--- src/design/slcpr_pkg.sv ---
package slcpr_pkg;

    localparam int BUF_WORDS = 1024;
    localparam int ADDR_W = $clog2(BUF_WORDS);
    localparam int POS_W = ADDR_W + 2;
    localparam int POS_LIMIT = BUF_WORDS * 4;
    localparam int LANES = 4;

    localparam int OP_W = 2;
    localparam int BYTE_W = 8;
    localparam int INDEX_W = 10;
    localparam int WORD_W = 32;
    localparam int EVENT_W = 3;
    localparam int TIMEOUT_W = 16;
    localparam int CRC_W = 16;

    localparam int S_TDATA_W = 56;
    localparam int M_TDATA_W = 72;

    localparam logic [TIMEOUT_W-1:0] TIMEOUT_RESET = 16'd1000;
    localparam logic [TIMEOUT_W-1:0] COUNT_MAX = 16'hFFFF;
    localparam logic [CRC_W-1:0] CRC_PRESET = 16'hFFFF;
    localparam logic [CRC_W-1:0] CRC_POLY = 16'h1021;
    localparam logic [BYTE_W-1:0] SYNC_EVEN = 8'h55;
    localparam logic [BYTE_W-1:0] SYNC_ODD = 8'hAA;
    localparam logic [CRC_W:0] LEN_TRAILER = 17'd2;

    typedef enum logic [OP_W-1:0] {
        OP_BYTE    = 2'd0,
        OP_TICK    = 2'd1,
        OP_RELEASE = 2'd2,
        OP_READ    = 2'd3
    } op_t;

    typedef enum logic [EVENT_W-1:0] {
        EV_NONE          = 3'd0,
        EV_GOOD          = 3'd1,
        EV_CRC_FAIL      = 3'd2,
        EV_LEN_TOO_LARGE = 3'd3,
        EV_SYNC_MISMATCH = 3'd4,
        EV_REFUSED       = 3'd5
    } event_t;

    typedef struct packed {
        logic              wr_en;
        logic [1:0]        wr_lane;
        logic [ADDR_W-1:0] wr_addr;
        logic [BYTE_W-1:0] wr_byte;
        logic              rd_en;
        logic [ADDR_W-1:0] rd_addr;
    } mem_req_t;

    typedef struct packed {
        event_t            ev;
        logic              ready;
        logic [WORD_W-1:0] pkt_time;
        logic              rd_zero;
    } res_t;

    function automatic logic [CRC_W-1:0] crc16_byte(input logic [CRC_W-1:0] acc,
                                                    input logic [BYTE_W-1:0] b);
        logic [CRC_W-1:0] c;
        c = acc ^ {b, 8'h00};
        for (int i = 0; i < 8; i++) begin
            if (c[CRC_W-1]) begin
                c = {c[CRC_W-2:0], 1'b0} ^ CRC_POLY;
            end else begin
                c = {c[CRC_W-2:0], 1'b0};
            end
        end
        return c;
    endfunction

    function automatic logic [BYTE_W-1:0] sync_byte(input logic [1:0] lane);
        return lane[0] ? SYNC_ODD : SYNC_EVEN;
    endfunction

endpackage

--- src/design/slcpr_ctrl.sv ---
module slcpr_ctrl (
    input  logic                            aclk,
    input  logic                            aresetn,
    input  logic                            step,
    input  slcpr_pkg::op_t                  op,
    input  logic [slcpr_pkg::BYTE_W-1:0]    rx_byte,
    input  logic [slcpr_pkg::INDEX_W-1:0]   word_index,
    input  logic [slcpr_pkg::WORD_W-1:0]    now_ms,
    input  logic                            cfg_wr_en,
    input  logic [slcpr_pkg::TIMEOUT_W-1:0] cfg_wr_data,
    output slcpr_pkg::mem_req_t             mem_req,
    output slcpr_pkg::res_t                 res
);
    import slcpr_pkg::*;

    logic [POS_W-1:0]     pos_reg, pos_next;
    logic [CRC_W-1:0]     crc_reg, crc_next;
    logic [TIMEOUT_W-1:0] idle_reg, idle_next;
    logic                 ready_reg, ready_next;
    logic [WORD_W-1:0]    time_reg, time_next;
    logic [TIMEOUT_W-1:0] timeout_reg;
    // Shadow of buffer word 1: bytes 4-7 of the current frame.
    logic [CRC_W-1:0]     crc_exp_reg, crc_exp_next;
    logic [CRC_W-1:0]     len_reg, len_next;

    logic [POS_W-1:0]     pos;
    logic [POS_W:0]       pos_inc;
    logic [17:0]          got;
    logic [17:0]          need;
    logic [CRC_W-1:0]     crc_new;
    logic [TIMEOUT_W-1:0] idle_inc;
    logic                 rd_in_range;
    event_t               ev;

    assign pos = ({{(32-POS_W){1'b0}}, pos_reg} >= 32'(POS_LIMIT)) ? '0 : pos_reg;
    assign pos_inc = {1'b0, pos} + 1'b1;
    assign got = 18'(pos_inc >> 2);
    assign need = {1'b0, {1'b0, len_reg} + LEN_TRAILER};
    assign crc_new = crc16_byte(crc_reg, rx_byte);
    assign idle_inc = (idle_reg == COUNT_MAX) ? COUNT_MAX : idle_reg + 1'b1;
    assign rd_in_range = (32'(word_index) < 32'(BUF_WORDS));

    always_comb begin
        pos_next = pos_reg;
        crc_next = crc_reg;
        idle_next = idle_reg;
        ready_next = ready_reg;
        time_next = time_reg;
        crc_exp_next = crc_exp_reg;
        len_next = len_reg;
        ev = EV_NONE;
        unique case (op)
            OP_BYTE: begin
                if (ready_reg) begin
                    ev = EV_REFUSED;
                end else begin
                    pos_next = pos_inc[POS_W-1:0];
                    idle_next = '0;
                    if (pos < POS_W'(4)) begin
                        if (rx_byte != sync_byte(pos[1:0])) begin
                            pos_next = '0;
                            ev = EV_SYNC_MISMATCH;
                        end else if (pos == '0) begin
                            time_next = now_ms;
                        end
                    end else if (pos < POS_W'(8)) begin
                        unique case (pos[1:0])
                            2'd0: crc_exp_next[7:0] = rx_byte;
                            2'd1: crc_exp_next[15:8] = rx_byte;
                            2'd2: len_next[7:0] = rx_byte;
                            default: begin
                                len_next[15:8] = rx_byte;
                                crc_next = CRC_PRESET;
                            end
                        endcase
                    end else begin
                        crc_next = crc_new;
                        if (need >= 18'(BUF_WORDS)) begin
                            pos_next = '0;
                            ev = EV_LEN_TOO_LARGE;
                        end else if (got >= need) begin
                            pos_next = '0;
                            if (crc_new == crc_exp_reg) begin
                                ready_next = 1'b1;
                                ev = EV_GOOD;
                            end else begin
                                ev = EV_CRC_FAIL;
                            end
                        end
                    end
                end
            end
            OP_TICK: begin
                idle_next = idle_inc;
                if (idle_inc >= timeout_reg) begin
                    pos_next = '0;
                    idle_next = '0;
                end
            end
            OP_RELEASE: begin
                ready_next = 1'b0;
            end
            OP_READ: begin
            end
        endcase
    end

    always_comb begin
        mem_req.wr_en = step && (op == OP_BYTE) && !ready_reg;
        mem_req.wr_lane = pos[1:0];
        mem_req.wr_addr = pos[POS_W-1:2];
        mem_req.wr_byte = rx_byte;
        mem_req.rd_en = step && (op == OP_READ) && rd_in_range;
        mem_req.rd_addr = ADDR_W'(word_index);
        res.ev = ev;
        res.ready = ready_next;
        res.pkt_time = time_next;
        res.rd_zero = !((op == OP_READ) && rd_in_range);
    end

    always_ff @(posedge aclk) begin
        if (!aresetn) begin
            pos_reg <= '0;
            crc_reg <= CRC_PRESET;
            idle_reg <= '0;
            ready_reg <= 1'b0;
            time_reg <= '0;
            timeout_reg <= TIMEOUT_RESET;
        end else begin
            if (step) begin
                pos_reg <= pos_next;
                crc_reg <= crc_next;
                idle_reg <= idle_next;
                ready_reg <= ready_next;
                time_reg <= time_next;
            end
            if (cfg_wr_en) begin
                timeout_reg <= cfg_wr_data;
            end
        end
    end

    always_ff @(posedge aclk) begin
        if (step) begin
            crc_exp_reg <= crc_exp_next;
            len_reg <= len_next;
        end
    end

endmodule

--- config.mk ---
export PLATFORM = sky130hd
export DESIGN_NAME = slcpr_ctrl
export DESIGN_NICKNAME = d
export VERILOG_FILES = /design/src/design/slcpr_pkg.sv /design/src/design/slcpr_ctrl.sv
export SDC_FILE = /design/constraint.sdc
export NUM_CORES = 1
export LEC_CHECK = 0
export BUFFER_PORTS_ARGS = -buffer_cell sky130_fd_sc_hd__buf_2
export CAP_MARGIN = 20
export CORE_MARGIN = 2
export CORE_UTILIZATION = 25
export DETAILED_ROUTE_END_ITERATION = 8
export GPL_TIMING_DRIVEN = 0
export PLACE_DENSITY_LB_ADDON = 0.2
export SLEW_MARGIN = 40
export SYNTH_ARGS = -nofsm -noshare
export SYNTH_HDL_FRONTEND = slang
export SYNTH_SLANG_ARGS = --single-unit
--- constraint.sdc ---
create_clock -name aclk -period 3.4 [get_ports aclk]
set_input_delay 0.17 -clock aclk [delete_from_list [all_inputs] [get_ports aclk]]
set_output_delay 0.17 -clock aclk [all_outputs]
set_load 0.05 [all_outputs]
==> results of run 1 <==
[metal layers]
layer	vias up	wire, µm	track usage (%)
li1	3151	-	-
met1	2878	10040	18.19
met2	113	9652	22.47
met3	22	756	3.048
met4	0	310	4.131
met5	-	0	0
[layout by cell type, fill, tap and decap left out, types with 25 or more instances in the layout]
cell type and instances:
sky130_fd_sc_hd__nor2b_1 34, sky130_fd_sc_hd__inv_1 28, sky130_fd_sc_hd__nand2_1 104, sky130_fd_sc_hd__mux2_2 38
sky130_fd_sc_hd__edfxtp_1 32, sky130_fd_sc_hd__nor3_1 25, sky130_fd_sc_hd__xnor2_1 30, sky130_fd_sc_hd__a21boi_0 26
sky130_fd_sc_hd__dfxtp_1 82, sky130_fd_sc_hd__xor2_1 25, sky130_fd_sc_hd__buf_2 130, sky130_fd_sc_hd__dlygate4sd3_1 33
sky130_fd_sc_hd__buf_4 54, sky130_fd_sc_hd__nor2_1 31, sky130_fd_sc_hd__ha_1 31
[synth_stat cells, drive strengths merged (3+ instances only)]
library cell | instances | area [µm²]
nor2 | 37 | 141.4
nand3 | 20 | 100.1
nor2b | 35 | 219.0
xnor2 | 36 | 345.3
a21boi | 38 | 285.3
nor3 | 28 | 140.1
a32oi | 7 | 61.31
xor2 | 27 | 251.5
clkbuf | 34 | 138.9
a22oi | 16 | 120.1
mux2i | 12 | 120.1
inv | 28 | 105.1
nor3b | 3 | 22.52
or2 | 3 | 18.77
ha | 34 | 425.4
nand2 | 104 | 390.4
a211oi | 3 | 22.52
o211ai | 7 | 52.55
buf | 29 | 188.9
a31oi | 5 | 31.28
dfxtp | 93 | 1862
mux2 | 39 | 442.9
nand4 | 16 | 100.1
edfxtp | 32 | 960.9
nand2b | 4 | 25.02
a21oi | 10 | 50.05
nand3b | 3 | 22.52
and4 | 4 | 36.29
a21o | 9 | 67.56
o21ai | 27 | 135.1
and3 | 17 | 107.6
[power by group through the flow]
stage / logic (mW) / registers (mW) / clock network [mW]
finish: 0.347 / 1.54 / 1.82
global route: 0.378 / 1.54 / 1.93
CTS: 0.345 / 1.54 / 1.87
detailed placement: 0.309 / 1.57 / 0
global placement: 0.308 / 1.57 / 0
floorplan: 0.197 / 1.57 / 0
[cells by family (layout without fill, tap and decap cells)]
kind of cell	after synthesis	in the layout	synth area share [%]
simple gates	281	281	19.27
compound gates	136	136	13.20
flops	125	125	39.38
buf+inv	91	310	6.039
xor+xnor	63	63	8.326
mux	51	51	7.855
fa+ha+maj	34	34	5.935
[final timing paths]
| path | start | end | slack [ns] | depth (start not counted) |
|---|---|---|---|---|
| min | now_ms[25] | time_reg[25]$_SDFFE_PN0P_ | 0.02 | 3 |
| max | pos[2]$_SDFFE_PN0P_ | res[34] | 0.02 | 15 |
| max reg2reg | idle_reg[2]$_SDFFE_PN0P_ | pos[9]$_SDFFE_PN0P_ | 0.15 | 14 |
| min reg2reg | time_reg[21]$_SDFFE_PN0P_ | time_reg[21]$_SDFFE_PN0P_ | 0.45 | 2 |
[cell type report]
cell class | instances | area, µm² | share of cell area (%)
Clock inverter | 11 | 106.4 | 1.092
Sequential cell | 125 | 2849 | 29.24
Clock buffer | 21 | 481.7 | 4.944
Tap cell | 378 | 473.0 | 4.854
Buffer | 55 | 319.1 | 3.275
Multi-Input combinational cell | 565 | 4148 | 42.57
Timing Repair Buffer | 195 | 1261 | 12.94
Inverter | 28 | 105.1 | 1.079
[critical path, cell delays in order (launching register included)]
cell                        delay, ns
sky130_fd_sc_hd__dfxtp_2         0.37
sky130_fd_sc_hd__nand3_4         0.08
sky130_fd_sc_hd__or2_4           0.26
sky130_fd_sc_hd__nor2_4          0.14
sky130_fd_sc_hd__nand3_2         0.11
sky130_fd_sc_hd__xnor2_2         0.19
sky130_fd_sc_hd__ha_1            0.25
sky130_fd_sc_hd__o21ai_1         0.14
sky130_fd_sc_hd__nand2b_1        0.11
sky130_fd_sc_hd__a21boi_2        0.17
sky130_fd_sc_hd__a41oi_2         0.19
sky130_fd_sc_hd__buf_4           0.17
sky130_fd_sc_hd__nor2_4          0.04
sky130_fd_sc_hd__a311oi_4        0.32
sky130_fd_sc_hd__a2111oi_4       0.06
sky130_fd_sc_hd__buf_6           0.17
[through the flow]
step	utilization, %	setup TNS [ns]
global placement	29.70	-18.71
floorplan	-	0
global route	34.78	-0.2734
detailed placement	29.72	-17.91
finish	34.78	0
CTS	34.24	0
[timing repair]
action                                 4_1_cts  5_1_grt
cloned                                       0        1
setup endpoints to repair                   61       54
pin swaps                                   21        8
hold buffers                                33        0
endpoints found under the hold margin       33        0
setup buffers                               22       12
gates resized for setup                     51       23
==> tab_implementation.tex, run 1 <==
\begin{tabular}{lr}
\hline
Metric & Value \\
\hline
\multicolumn{2}{l}{\textbf{Drt}} \\
\quad Via count of the routed design & between 6000 and 7000 \\
\quad Detailed Route Iter0 Violations & 337 \\
\quad Drt drc & 0 \\
\quad Remaining number of nets flagged by the antenna check after routing & 0 \\
\quad Average vias per placed instance & 4.473 \\
\quad TritonRoute pass-1 iters & 4 \\
\quad Wire length after detailed routing & about 21000 µm \\
\quad Routed len/inst & $\sim$15 µm \\
\multicolumn{2}{l}{\textbf{Yosys}} \\
\quad Count of synthesis-stage warnings from yosys & 0 \\
\quad Average size of a mapped cell & $\sim$9.2 µm² \\
\quad Synth unique cells & just over 60 \\
\quad Number of flops mapped to enable cells by yosys & 32 \\
\quad Net Count, Synth & 887 \\
\quad Share of async-settable or async-resettable flops after synthesis & 0\% \\
\quad Cell count after synthesis & 781 \\
\quad Part of the Yosys area used for sequential elements & 39.38\% \\
\quad Cell area after technology mapping & between 7000 and 8000 µm² \\
\quad Synthesized flop and latch total & roughly 130 \\
\quad Predominant post-synthesis flop cell & sky130\_fd\_sc\_hd\_\_dfxtp\_1 \\
\multicolumn{2}{l}{\textbf{Floorplanning}} \\
\quad Starting density of the core & approximately 26\% \\
\quad Area of the placeable core & 28010 µm² \\
\quad Die Span Y & between 150 and 200 µm \\
\quad Full die area & around 30000 µm² \\
\quad Placement Rows & 61 \\
\quad Number of top-level pins & 141 \\
\quad Die width & 173.3 µm \\
\multicolumn{2}{l}{\textbf{Timing}} \\
\quad Upper clock frequency limit & between 200 and 300 MHz \\
\quad Portion of the clock cycle consumed by the worst path in the final layout & between 90 and 100\% \\
\quad Hold Vio Cnt, Final & 0 \\
\quad Worst-case clock skew & 0.01571 ns \\
\quad Worst slew margin relative to its limit & about half \\
\quad Transition time of the tightest slew-check pin & around 0.72 ns \\
\quad Setup violations, final & 0 \\
\quad Setup repair after global routing missed its margin & true \\
\quad Final-report max-slew violation count & 0 \\
\quad Hold WS & roughly 0.015 ns \\
\quad Final critical-path required period & about 3.4 ns \\
\quad Final setup slack of the worst path & between 0.02 and 0.025 ns \\
\multicolumn{2}{l}{\textbf{Finish}} \\
\quad Number of diodes & 0 \\
\quad Final instance count without filler cells & around 1400 \\
\quad Final Net Count & between 1000 and 1500 \\
\quad Number of flip-flops in the largest register & 32 \\
\quad Number of fill cells in the layout & 2908 \\
\quad Share of final-layout standard cells stronger than drive strength 1 & about a third \\
\quad Design area & 9743 µm² \\
\quad Layout overhead on the synthesized area & 35.92\% \\
\multicolumn{2}{l}{\textbf{Outcome}} \\
\quad Status & finished, final reports clean \\
\multicolumn{2}{l}{\textbf{Pwr}} \\
\quad Worst supply voltage drop on vdd & between 0.0002 and 0.0003 V \\
\quad Pwr per Cell Area & between 300 and 400 nW/µm² \\
\quad Leakage power & around 4.1 nW \\
\quad Overall power after layout & 3.703 mW \\
\quad Portion of total power attributed to sequential cells & between 40\% and 50\% \\
\quad Fraction of power consumed by combinational cells & about a tenth \\
\quad Internal Power & 2.776 mW \\
\quad Net switching power figure & 0.9279 mW \\
\quad Net switching share of the total power & 25.05\% \\
\quad Clock share of power & 49.1\% \\
\multicolumn{2}{l}{\textbf{Place}} \\
\quad Post-placement worst setup slack & -0.8237 ns \\
\quad GPL Wtd Cong & between 0.7 and 0.8 \\
\quad Number of buffers inserted by port buffering & between 100 and 150 \\
\quad Instance area at placement & 8325 µm² \\
\quad Cell Count Post-Placement & 1286 \\
\quad Detailed-placement wirelength estimate & between 10000 and 15000 µm \\
\multicolumn{2}{l}{\textbf{Global route}} \\
\quad Via count of the first global-routing pass & approximately 5900 \\
\quad Maximum number of pins on one net before global-route repair & 17 \\
\quad Overall Global Routing Usage & approximately 14\% \\
\quad Number of antenna violations at the first check in global routing & 0 \\
\quad Grt total ovfl & 0 \\
\quad Global-route wire length before repair & about 33000 µm \\
\multicolumn{2}{l}{\textbf{Run}} \\
\quad Max-capacitance violation count & 0 \\
\multicolumn{2}{l}{\textbf{CTS}} \\
\quad TritonCTS clock tree & yes \\
\quad Largest buffer count on any clock path & 2 \\
\quad Clk sinks & 125 \\
\quad Root Driver & sky130\_fd\_sc\_hd\_\_clkbuf\_16 \\
\quad H-tree depth & 4 \\
\quad Number of CTS-inserted buffers & 17 \\
\quad Clock slew seen by the registers of the worst setup and hold paths & roughly 0.06 ns \\
\quad Clock insertion delay at the later pin of the skew report & around 0.42 ns \\
\multicolumn{2}{l}{\textbf{Worst setup path}} \\
\quad Arrival @ worst endpoint & around 3.2 ns \\
\quad Data required time at the worst endpoint & $\sim$3.2 ns \\
\quad Endpoint kind of the worst setup timing path & primary output \\
\quad Category of the critical setup timing path & reg -> out \\
\quad Worst Path Max Fanout & 4 \\
\quad Startpoint kind of the worst setup timing path & flop \\
\multicolumn{2}{l}{\textbf{Hold path}} \\
\quad Path type of the worst min-delay path & in -> reg \\
\hline
\end{tabular}
No activity file was read; power rests on OpenSTA's default activity.
==> run 2: changes to the inputs <==
--- a/config.mk
+++ b/config.mk
@@ -11,7 +11,7 @@
 export CORE_UTILIZATION = 25
 export DETAILED_ROUTE_END_ITERATION = 8
 export GPL_TIMING_DRIVEN = 0
-export PLACE_DENSITY_LB_ADDON = 0.2
+export PLACE_DENSITY = 0.53
 export SLEW_MARGIN = 40
 export SYNTH_ARGS = -nofsm -noshare
 export SYNTH_HDL_FRONTEND = slang
==> tab_implementation.tex, run 2 (same netlist as run 1, synthesis figures left out) <==
\begin{tabular}{lr}
\hline
Metric & Value \\
\hline
\multicolumn{2}{l}{\textbf{Outcome}} \\
\quad Status & finished, final reports clean \\
\multicolumn{2}{l}{\textbf{Place}} \\
\quad Post-placement worst setup slack & -0.7652 ns \\
\quad Instance area at placement & around 8300 µm² \\
\quad GPL Wtd Cong & around 0.76 \\
\quad Number of buffers inserted by port buffering & roughly 130 \\
\quad Detailed-placement wirelength estimate & between 10000 and 15000 µm \\
\multicolumn{2}{l}{\textbf{Finish}} \\
\quad Number of flip-flops in the largest register & 32 \\
\quad Share of final-layout standard cells stronger than drive strength 1 & a little under a third \\
\quad Most common library cell in the layout ignoring fill and taps & sky130\_fd\_sc\_hd\_\_buf\_2 \\
\quad Number of diodes & 0 \\
\quad Final Net Count & between 1000 and 1500 \\
\quad Commonest cells after routing, fill and taps aside & 130 x sky130\_fd\_sc\_hd\_\_buf\_2, 103 x sky130\_fd\_sc\_hd\_\_nand2\_1, 83 x sky130\_fd\_sc\_hd\_\_dfxtp\_1 \\
\quad Design area & roughly 10000 µm² \\
\quad Sequential cell area & $\sim$2900 µm² \\
\quad Area taken by multi-input logic gates & just over 4000 µm² \\
\quad Core occupancy in the finished layout & between 30\% and 40\% \\
\quad Number of fill cells in the layout & about 2900 \\
\quad Layout overhead on the synthesized area & 36.62\% \\
\multicolumn{2}{l}{\textbf{Worst setup path}} \\
\quad Endpoint kind of the worst setup timing path & primary output \\
\quad FF-to-FF End & pos[2]\$\_SDFFE\_PN0P\_ \\
\quad Number of buffer and inverter instances along the worst setup path & 2 \\
\quad Arrival @ worst endpoint & between 3 and 4 ns \\
\quad Worst Path Max Fanout & 4 \\
\quad Category of the critical setup timing path & reg -> out \\
\quad R2R Path Start & idle\_reg[2]\$\_SDFFE\_PN0P\_ \\
\quad Data required time at the worst endpoint & 3.23 ns \\
\quad Crit-path max cell delay & between 0.3 and 0.4 ns \\
\quad Crit path max-delay cell type & sky130\_fd\_sc\_hd\_\_dfxtp\_4 \\
\quad R2R depth & 14 \\
\quad Startpoint kind of the worst setup timing path & flop \\
\quad Delay-heaviest family, CP & simple AND/OR/NAND/NOR gates \\
\quad Critical path cell sequence & ha\_4, nand3\_4, nor2\_4, and3\_4, xor2\_1, ha\_1, nand4\_1, o31ai\_2, a41oi\_2, a41o\_1, clkbuf\_8, nor3b\_4, buf\_6 \\
\quad Worst R2R Setup Slack & 0.16 ns \\
\multicolumn{2}{l}{\textbf{Floorplanning}} \\
\quad Starting density of the core & between 20\% and 30\% \\
\quad Full die area & around 30000 µm² \\
\quad Die Span Y & between 150 and 200 µm \\
\quad Die width & $\sim$170 µm \\
\quad Placement Rows & 61 \\
\quad Number of top-level pins & $\sim$140 \\
\quad Area of the placeable core & $\sim$28000 µm² \\
\multicolumn{2}{l}{\textbf{Drt}} \\
\quad TritonRoute pass-1 iters & 5 \\
\quad Via count of the routed design & between 6000 and 7000 \\
\quad Detailed Route Iter0 Violations & 296 \\
\quad Drt drc & 0 \\
\quad Remaining number of nets flagged by the antenna check after routing & 0 \\
\quad Wire length after detailed routing & about 21000 µm \\
\quad Routed len/inst & about 15 µm \\
\quad Average vias per placed instance & about 4.5 \\
\multicolumn{2}{l}{\textbf{Global route}} \\
\quad Number of antenna violations at the first check in global routing & 0 \\
\quad Maximum number of pins on one net before global-route repair & 17 \\
\quad Grt total ovfl & 0 \\
\quad Global-route wire length before repair & 33340 µm \\
\quad Overall Global Routing Usage & between 10\% and 20\% \\
\quad Via count of the first global-routing pass & between 6000 and 7000 \\
\multicolumn{2}{l}{\textbf{CTS}} \\
\quad Number of CTS-inserted buffers & 17 \\
\quad TritonCTS clock tree & yes \\
\quad Clock insertion delay at the later pin of the skew report & roughly 0.42 ns \\
\quad Clock slew seen by the registers of the worst setup and hold paths & 0.06 ns \\
\quad H-tree depth & 4 \\
\quad Root Driver & sky130\_fd\_sc\_hd\_\_clkbuf\_16 \\
\quad Largest buffer count on any clock path & 2 \\
\quad Clk sinks & 125 \\
\multicolumn{2}{l}{\textbf{Pwr}} \\
\quad Leakage power & roughly 4.1 nW \\
\quad Clock share of power & about half \\
\quad Fraction of power consumed by combinational cells & roughly a tenth \\
\quad Portion of total power attributed to sequential cells & between 40\% and 50\% \\
\quad Net switching power figure & approximately 1 mW \\
\quad Net switching share of the total power & between 20\% and 30\% \\
\quad Overall power after layout & around 3.7 mW \\
\quad Internal Power & about 2.8 mW \\
\quad Pwr per Cell Area & between 300 and 400 nW/µm² \\
\quad Worst supply voltage drop on vdd & about 0.00030 V \\
\multicolumn{2}{l}{\textbf{Timing}} \\
\quad Setup\_tns & 0 ns \\
\quad Final-report max-slew violation count & 0 \\
\quad Final critical-path required period & roughly 3.4 ns \\
\quad Portion of the clock cycle consumed by the worst path in the final layout & 99.16\% \\
\quad Worst-case clock skew & around 0.011 ns \\
\quad Upper clock frequency limit & between 200 and 300 MHz \\
\quad Hold Vio Cnt, Final & 0 \\
\quad Setup violations, final & 0 \\
\quad Setup repair after global routing missed its margin & true \\
\quad Worst slew margin relative to its limit & around 54\% \\
\quad Transition time of the tightest slew-check pin & 0.6830 ns \\
\quad Final setup slack of the worst path & about 0.028 ns \\
\multicolumn{2}{l}{\textbf{Hold path}} \\
\quad Path type of the worst min-delay path & in -> reg \\
\quad Hold Path End & time\_reg[29]\$\_SDFFE\_PN0P\_ \\
\quad Beginning of the worst hold path & now\_ms[29] \\
\quad Instance count along the most critical hold path & 3 \\
\multicolumn{2}{l}{\textbf{Run}} \\
\quad Max-capacitance violation count & 0 \\
\hline
\end{tabular}
-- run 2: changes by cell type in the layout (fill, tap and decap cells not counted), sizes merged --
| cell | before | now |
|---|---|---|
| inv | 31 | 37 |
| dlygate4sd3 | 33 | 36 |
| clkbuf | 48 | 47 |
| clkinv | 6 | 1 |
| clkinvlp | 1 | 3 |
| buf | 190 | 189 |
-- run 2: metal layers --
layer  vias to the layer above  GRT usage [%]  part of all wire (%)
li1                       3158              -                     -
met1                      2972          17.54                    47
met2                       121          24.20                    49
met3                        15          2.741                   3.7
met4                         0          3.460                  0.92
met5                         -              0                     0
-- run 2: layout make-up --
| class | count | share of cell area, % |
|---|---|---|
| timing repair buffer | 198 | 13.26 |
| buffer | 56 | 3.424 |
| clock inverter | 14 | 1.482 |
| clock buffer | 18 | 4.599 |
| tap | 378 | 4.829 |
| sequential | 125 | 29.10 |
| multi-input combinational | 565 | 42.23 |
| inverter | 28 | 1.073 |
-- run 2: tightest hold or removal path, cell delays in order --
cell	delay (ns)
sky130_fd_sc_hd__buf_2	0.11
sky130_fd_sc_hd__nand2_1	0.04
sky130_fd_sc_hd__a21boi_0	0.06
-- run 2: worst max path at each step --
stage,depth (start not counted),to,from,slack [ns]
finish,13,res[35],pos[0]$_SDFFE_PN0P_,0.03
global route,15,res[34],pos[0]$_SDFFE_PN0P_,-0.12
CTS,15,res[34],len_reg[2]$_DFFE_PP_,0.005
detailed placement,15,idle_reg[8]$_SDFFE_PN0P_,idle_reg[6]$_SDFFE_PN0P_,-0.77
global placement,15,idle_reg[14]$_SDFFE_PN0P_,idle_reg[6]$_SDFFE_PN0P_,-0.71
floorplan,13,res[35],pos[2]$_SDFFE_PN0P_,0.008
-- run 2: repair_timing --
item / CTS / global route
cloned: 0 / 1
pin swaps: 20 / 5
endpoints found under the hold margin: 36 / 0
buffers inserted: 24 / 10
hold buffers: 36 / 0
resized for setup: 54 / 19
endpoints found under the setup margin: 61 / 45
-- run 2: metrics by stage --
| stage | cells | hold WS, ns |
|---|---|---|
| 4_1_cts | 1374 | 0.0001181 |
| 6_report | 1382 | 0.01253 |
| 2_1_floorplan | 781 | 0.2689 |
| 3_5_place_dp | 1286 | 0.3992 |
| 3_3_place_gp | 1286 | 0.3948 |
| 5_1_grt | 1382 | 0.008453 |
-- run 2: power groups by stage --
stage / sequential [mW] / combinational [mW] / clock, mW
3_5_place_dp: 1.57 / 0.306 / 0
6_report: 1.54 / 0.348 / 1.85
2_1_floorplan: 1.57 / 0.197 / 0
3_3_place_gp: 1.57 / 0.306 / 0
4_1_cts: 1.54 / 0.347 / 1.90
5_1_grt: 1.54 / 0.380 / 1.97
==> run 3: changes to the inputs <==
--- a/config.mk
+++ b/config.mk
@@ -11,6 +11,7 @@
 export CORE_UTILIZATION = 25
 export DETAILED_ROUTE_END_ITERATION = 8
 export GPL_TIMING_DRIVEN = 0
+export MAX_ROUTING_LAYER = met4
 export PLACE_DENSITY = 0.53
 export SLEW_MARGIN = 40
 export SYNTH_ARGS = -nofsm -noshare
==> tab_implementation.tex, run 3 (same netlist as run 1, synthesis figures left out) <==
\begin{tabular}{lr}
\hline
Metric & Value \\
\hline
\multicolumn{2}{l}{\textbf{CTS}} \\
\quad Clk sinks & roughly 130 \\
\quad Root Driver & sky130\_fd\_sc\_hd\_\_clkbuf\_16 \\
\quad Clock insertion delay at the later pin of the skew report & $\sim$0.42 ns \\
\quad Number of CTS-inserted buffers & 17 \\
\quad TritonCTS clock tree & yes \\
\quad Clock slew seen by the registers of the worst setup and hold paths & roughly 0.06 ns \\
\quad Largest buffer count on any clock path & 2 \\
\quad H-tree depth & 4 \\
\multicolumn{2}{l}{\textbf{Worst setup path}} \\
\quad Arrival @ worst endpoint & 3.20 ns \\
\quad Worst Path Max Fanout & 4 \\
\quad R2R depth & 14 \\
\quad Data required time at the worst endpoint & 3.23 ns \\
\quad Category of the critical setup timing path & reg -> out \\
\quad Endpoint kind of the worst setup timing path & primary output \\
\quad Worst R2R Setup Slack & 0.16 ns \\
\quad Startpoint kind of the worst setup timing path & flop \\
\multicolumn{2}{l}{\textbf{Finish}} \\
\quad Commonest cells after routing, fill and taps aside & 130 x sky130\_fd\_sc\_hd\_\_buf\_2, 103 x sky130\_fd\_sc\_hd\_\_nand2\_1, 83 x sky130\_fd\_sc\_hd\_\_dfxtp\_1 \\
\quad Final Net Count & 1097 \\
\quad Most common library cell in the layout ignoring fill and taps & sky130\_fd\_sc\_hd\_\_buf\_2 \\
\quad Number of flip-flops in the largest register & 32 \\
\quad Layout overhead on the synthesized area & 36.62\% \\
\quad Number of diodes & 0 \\
\quad Share of final-layout standard cells stronger than drive strength 1 & about a third \\
\multicolumn{2}{l}{\textbf{Global route}} \\
\quad Grt total ovfl & 0 \\
\quad Overall Global Routing Usage & $\sim$14\% \\
\quad Maximum number of pins on one net before global-route repair & 17 \\
\quad Via count of the first global-routing pass & 6250 \\
\quad Number of antenna violations at the first check in global routing & 0 \\
\quad Global-route wire length before repair & 33400 µm \\
\multicolumn{2}{l}{\textbf{Floorplanning}} \\
\quad Area of the placeable core & between 20000 and 30000 µm² \\
\quad Die Span Y & 173.3 µm \\
\quad Placement Rows & 61 \\
\quad Full die area & 30040 µm² \\
\quad Starting density of the core & about a quarter \\
\quad Number of top-level pins & roughly 140 \\
\quad Die width & between 150 and 200 µm \\
\multicolumn{2}{l}{\textbf{Hold path}} \\
\quad Instance count along the most critical hold path & 3 \\
\quad Path type of the worst min-delay path & in -> reg \\
\multicolumn{2}{l}{\textbf{Timing}} \\
\quad Setup violations, final & 0 \\
\quad Upper clock frequency limit & between 200 and 300 MHz \\
\quad Setup\_tns & 0 ns \\
\quad Final critical-path required period & 3.375 ns \\
\quad Worst slew margin relative to its limit & between 50 and 60\% \\
\quad Transition time of the tightest slew-check pin & 0.6843 ns \\
\quad Final setup slack of the worst path & around 0.025 ns \\
\quad Portion of the clock cycle consumed by the worst path in the final layout & 99.26\% \\
\quad Hold Vio Cnt, Final & 0 \\
\quad Setup repair after global routing missed its margin & true \\
\quad Final-report max-slew violation count & 0 \\
\quad Worst-case clock skew & 0.01172 ns \\
\multicolumn{2}{l}{\textbf{Drt}} \\
\quad Average vias per placed instance & between 4 and 5 \\
\quad TritonRoute pass-1 iters & 6 \\
\quad Via count of the routed design & approximately 6300 \\
\quad Detailed Route Iter0 Violations & a little over 300 \\
\quad Drt drc & 0 \\
\quad Routed len/inst & 14.96 µm \\
\quad Wire length after detailed routing & $\sim$21000 µm \\
\quad Remaining number of nets flagged by the antenna check after routing & 0 \\
\multicolumn{2}{l}{\textbf{Pwr}} \\
\quad Pwr per Cell Area & around 380 nW/µm² \\
\quad Leakage power & approximately 4 nW \\
\quad Worst supply voltage drop on vdd & slightly above 0.0003 V \\
\quad Overall power after layout & 3.742 mW \\
\multicolumn{2}{l}{\textbf{Run}} \\
\quad Max-capacitance violation count & 0 \\
\multicolumn{2}{l}{\textbf{Place}} \\
\quad GPL Wtd Cong & a little under 0.8 \\
\quad Detailed-placement wirelength estimate & about 14000 µm \\
\quad Number of buffers inserted by port buffering & between 100 and 150 \\
\quad Post-placement worst setup slack & -0.7652 ns \\
\multicolumn{2}{l}{\textbf{Outcome}} \\
\quad Status & finished, final reports clean \\
\hline
\end{tabular}
-- run 3: cell counts in the layout (fill, tap and decap cells not counted) --
Identical to the previous run, type by type.
-- run 3: final cells by class --
class	count	area [µm²]
Timing Repair Buffer	198	1299
Clock inverter	14	145.1
Clock buffer	18	450.4
Buffer	56	335.3
Inverter	28	105.1
Sequential cell	125	2850
Multi-Input combinational cell	565	4135
Fill cell	2850	18220
Tap cell	378	473.0
-- run 3: power breakdown --
part | internal (mW) | leakage, nW | switching, mW | total [mW]
logic | 0.151 | 2.75 | 0.198 | 0.349
clock network | 1.08 | 0.284 | 0.780 | 1.86
registers | 1.53 | 1.05 | 0.00597 | 1.54
total | 2.76 | 4.09 | 0.984 | 3.74
-- run 3: stage by stage --
| stage | hold slack, ns | cells | utilization (%) | area, µm² |
|---|---|---|---|---|
| after floorplan | 0.2689 | 781 | - | 7212 |
| after global placement | 0.3948 | 1286 | 29.70 | 8320 |
| after detailed placement | 0.3992 | 1286 | 29.72 | 8325 |
| after CTS | 0.0001181 | 1374 | 34.49 | 9661 |
| after global routing | 0.007545 | 1382 | 34.96 | 9793 |
| final | 0.01200 | 1382 | 34.96 | 9793 |
-- run 3: worst paths after layout --
| check | start | to |
|---|---|---|
| min reg2reg | time_reg[2]$_SDFFE_PN0P_ | time_reg[2]$_SDFFE_PN0P_ |
| min | now_ms[29] | time_reg[29]$_SDFFE_PN0P_ |
| max | pos[0]$_SDFFE_PN0P_ | res[35] |
| max reg2reg | idle_reg[2]$_SDFFE_PN0P_ | pos[2]$_SDFFE_PN0P_ |
-- run 3: repair_timing --
action | 4_1_cts | 5_1_grt
hold buffers | 36 | 0
pin swaps | 20 | 5
endpoints found under the hold margin | 36 | 0
gates cloned | 0 | 1
gates resized for setup | 54 | 19
buffers inserted | 24 | 10
setup endpoints to repair | 61 | 45
-- run 3: worst max-delay path, stage by stage, from the launching register on --
cell,delay (ns)
sky130_fd_sc_hd__dfxtp_4,0.39
sky130_fd_sc_hd__ha_4,0.15
sky130_fd_sc_hd__nand3_4,0.08
sky130_fd_sc_hd__nor2_4,0.10
sky130_fd_sc_hd__and3_4,0.22
sky130_fd_sc_hd__xor2_1,0.07
sky130_fd_sc_hd__ha_1,0.30
sky130_fd_sc_hd__nand4_1,0.11
sky130_fd_sc_hd__o31ai_2,0.26
sky130_fd_sc_hd__a41oi_2,0.16
sky130_fd_sc_hd__a41o_1,0.29
sky130_fd_sc_hd__clkbuf_8,0.17
sky130_fd_sc_hd__nor3b_4,0.27
sky130_fd_sc_hd__buf_6,0.21
-- run 3: routing by layer --
layer  track usage (%)  up-vias  part of all wire [%]
met5                 -        -                     0
met2             24.22      129                    48
met3             2.654       15                   3.8
met1             17.67     2957                    47
li1                  -     3160                     -
met4             3.355        0                  0.93
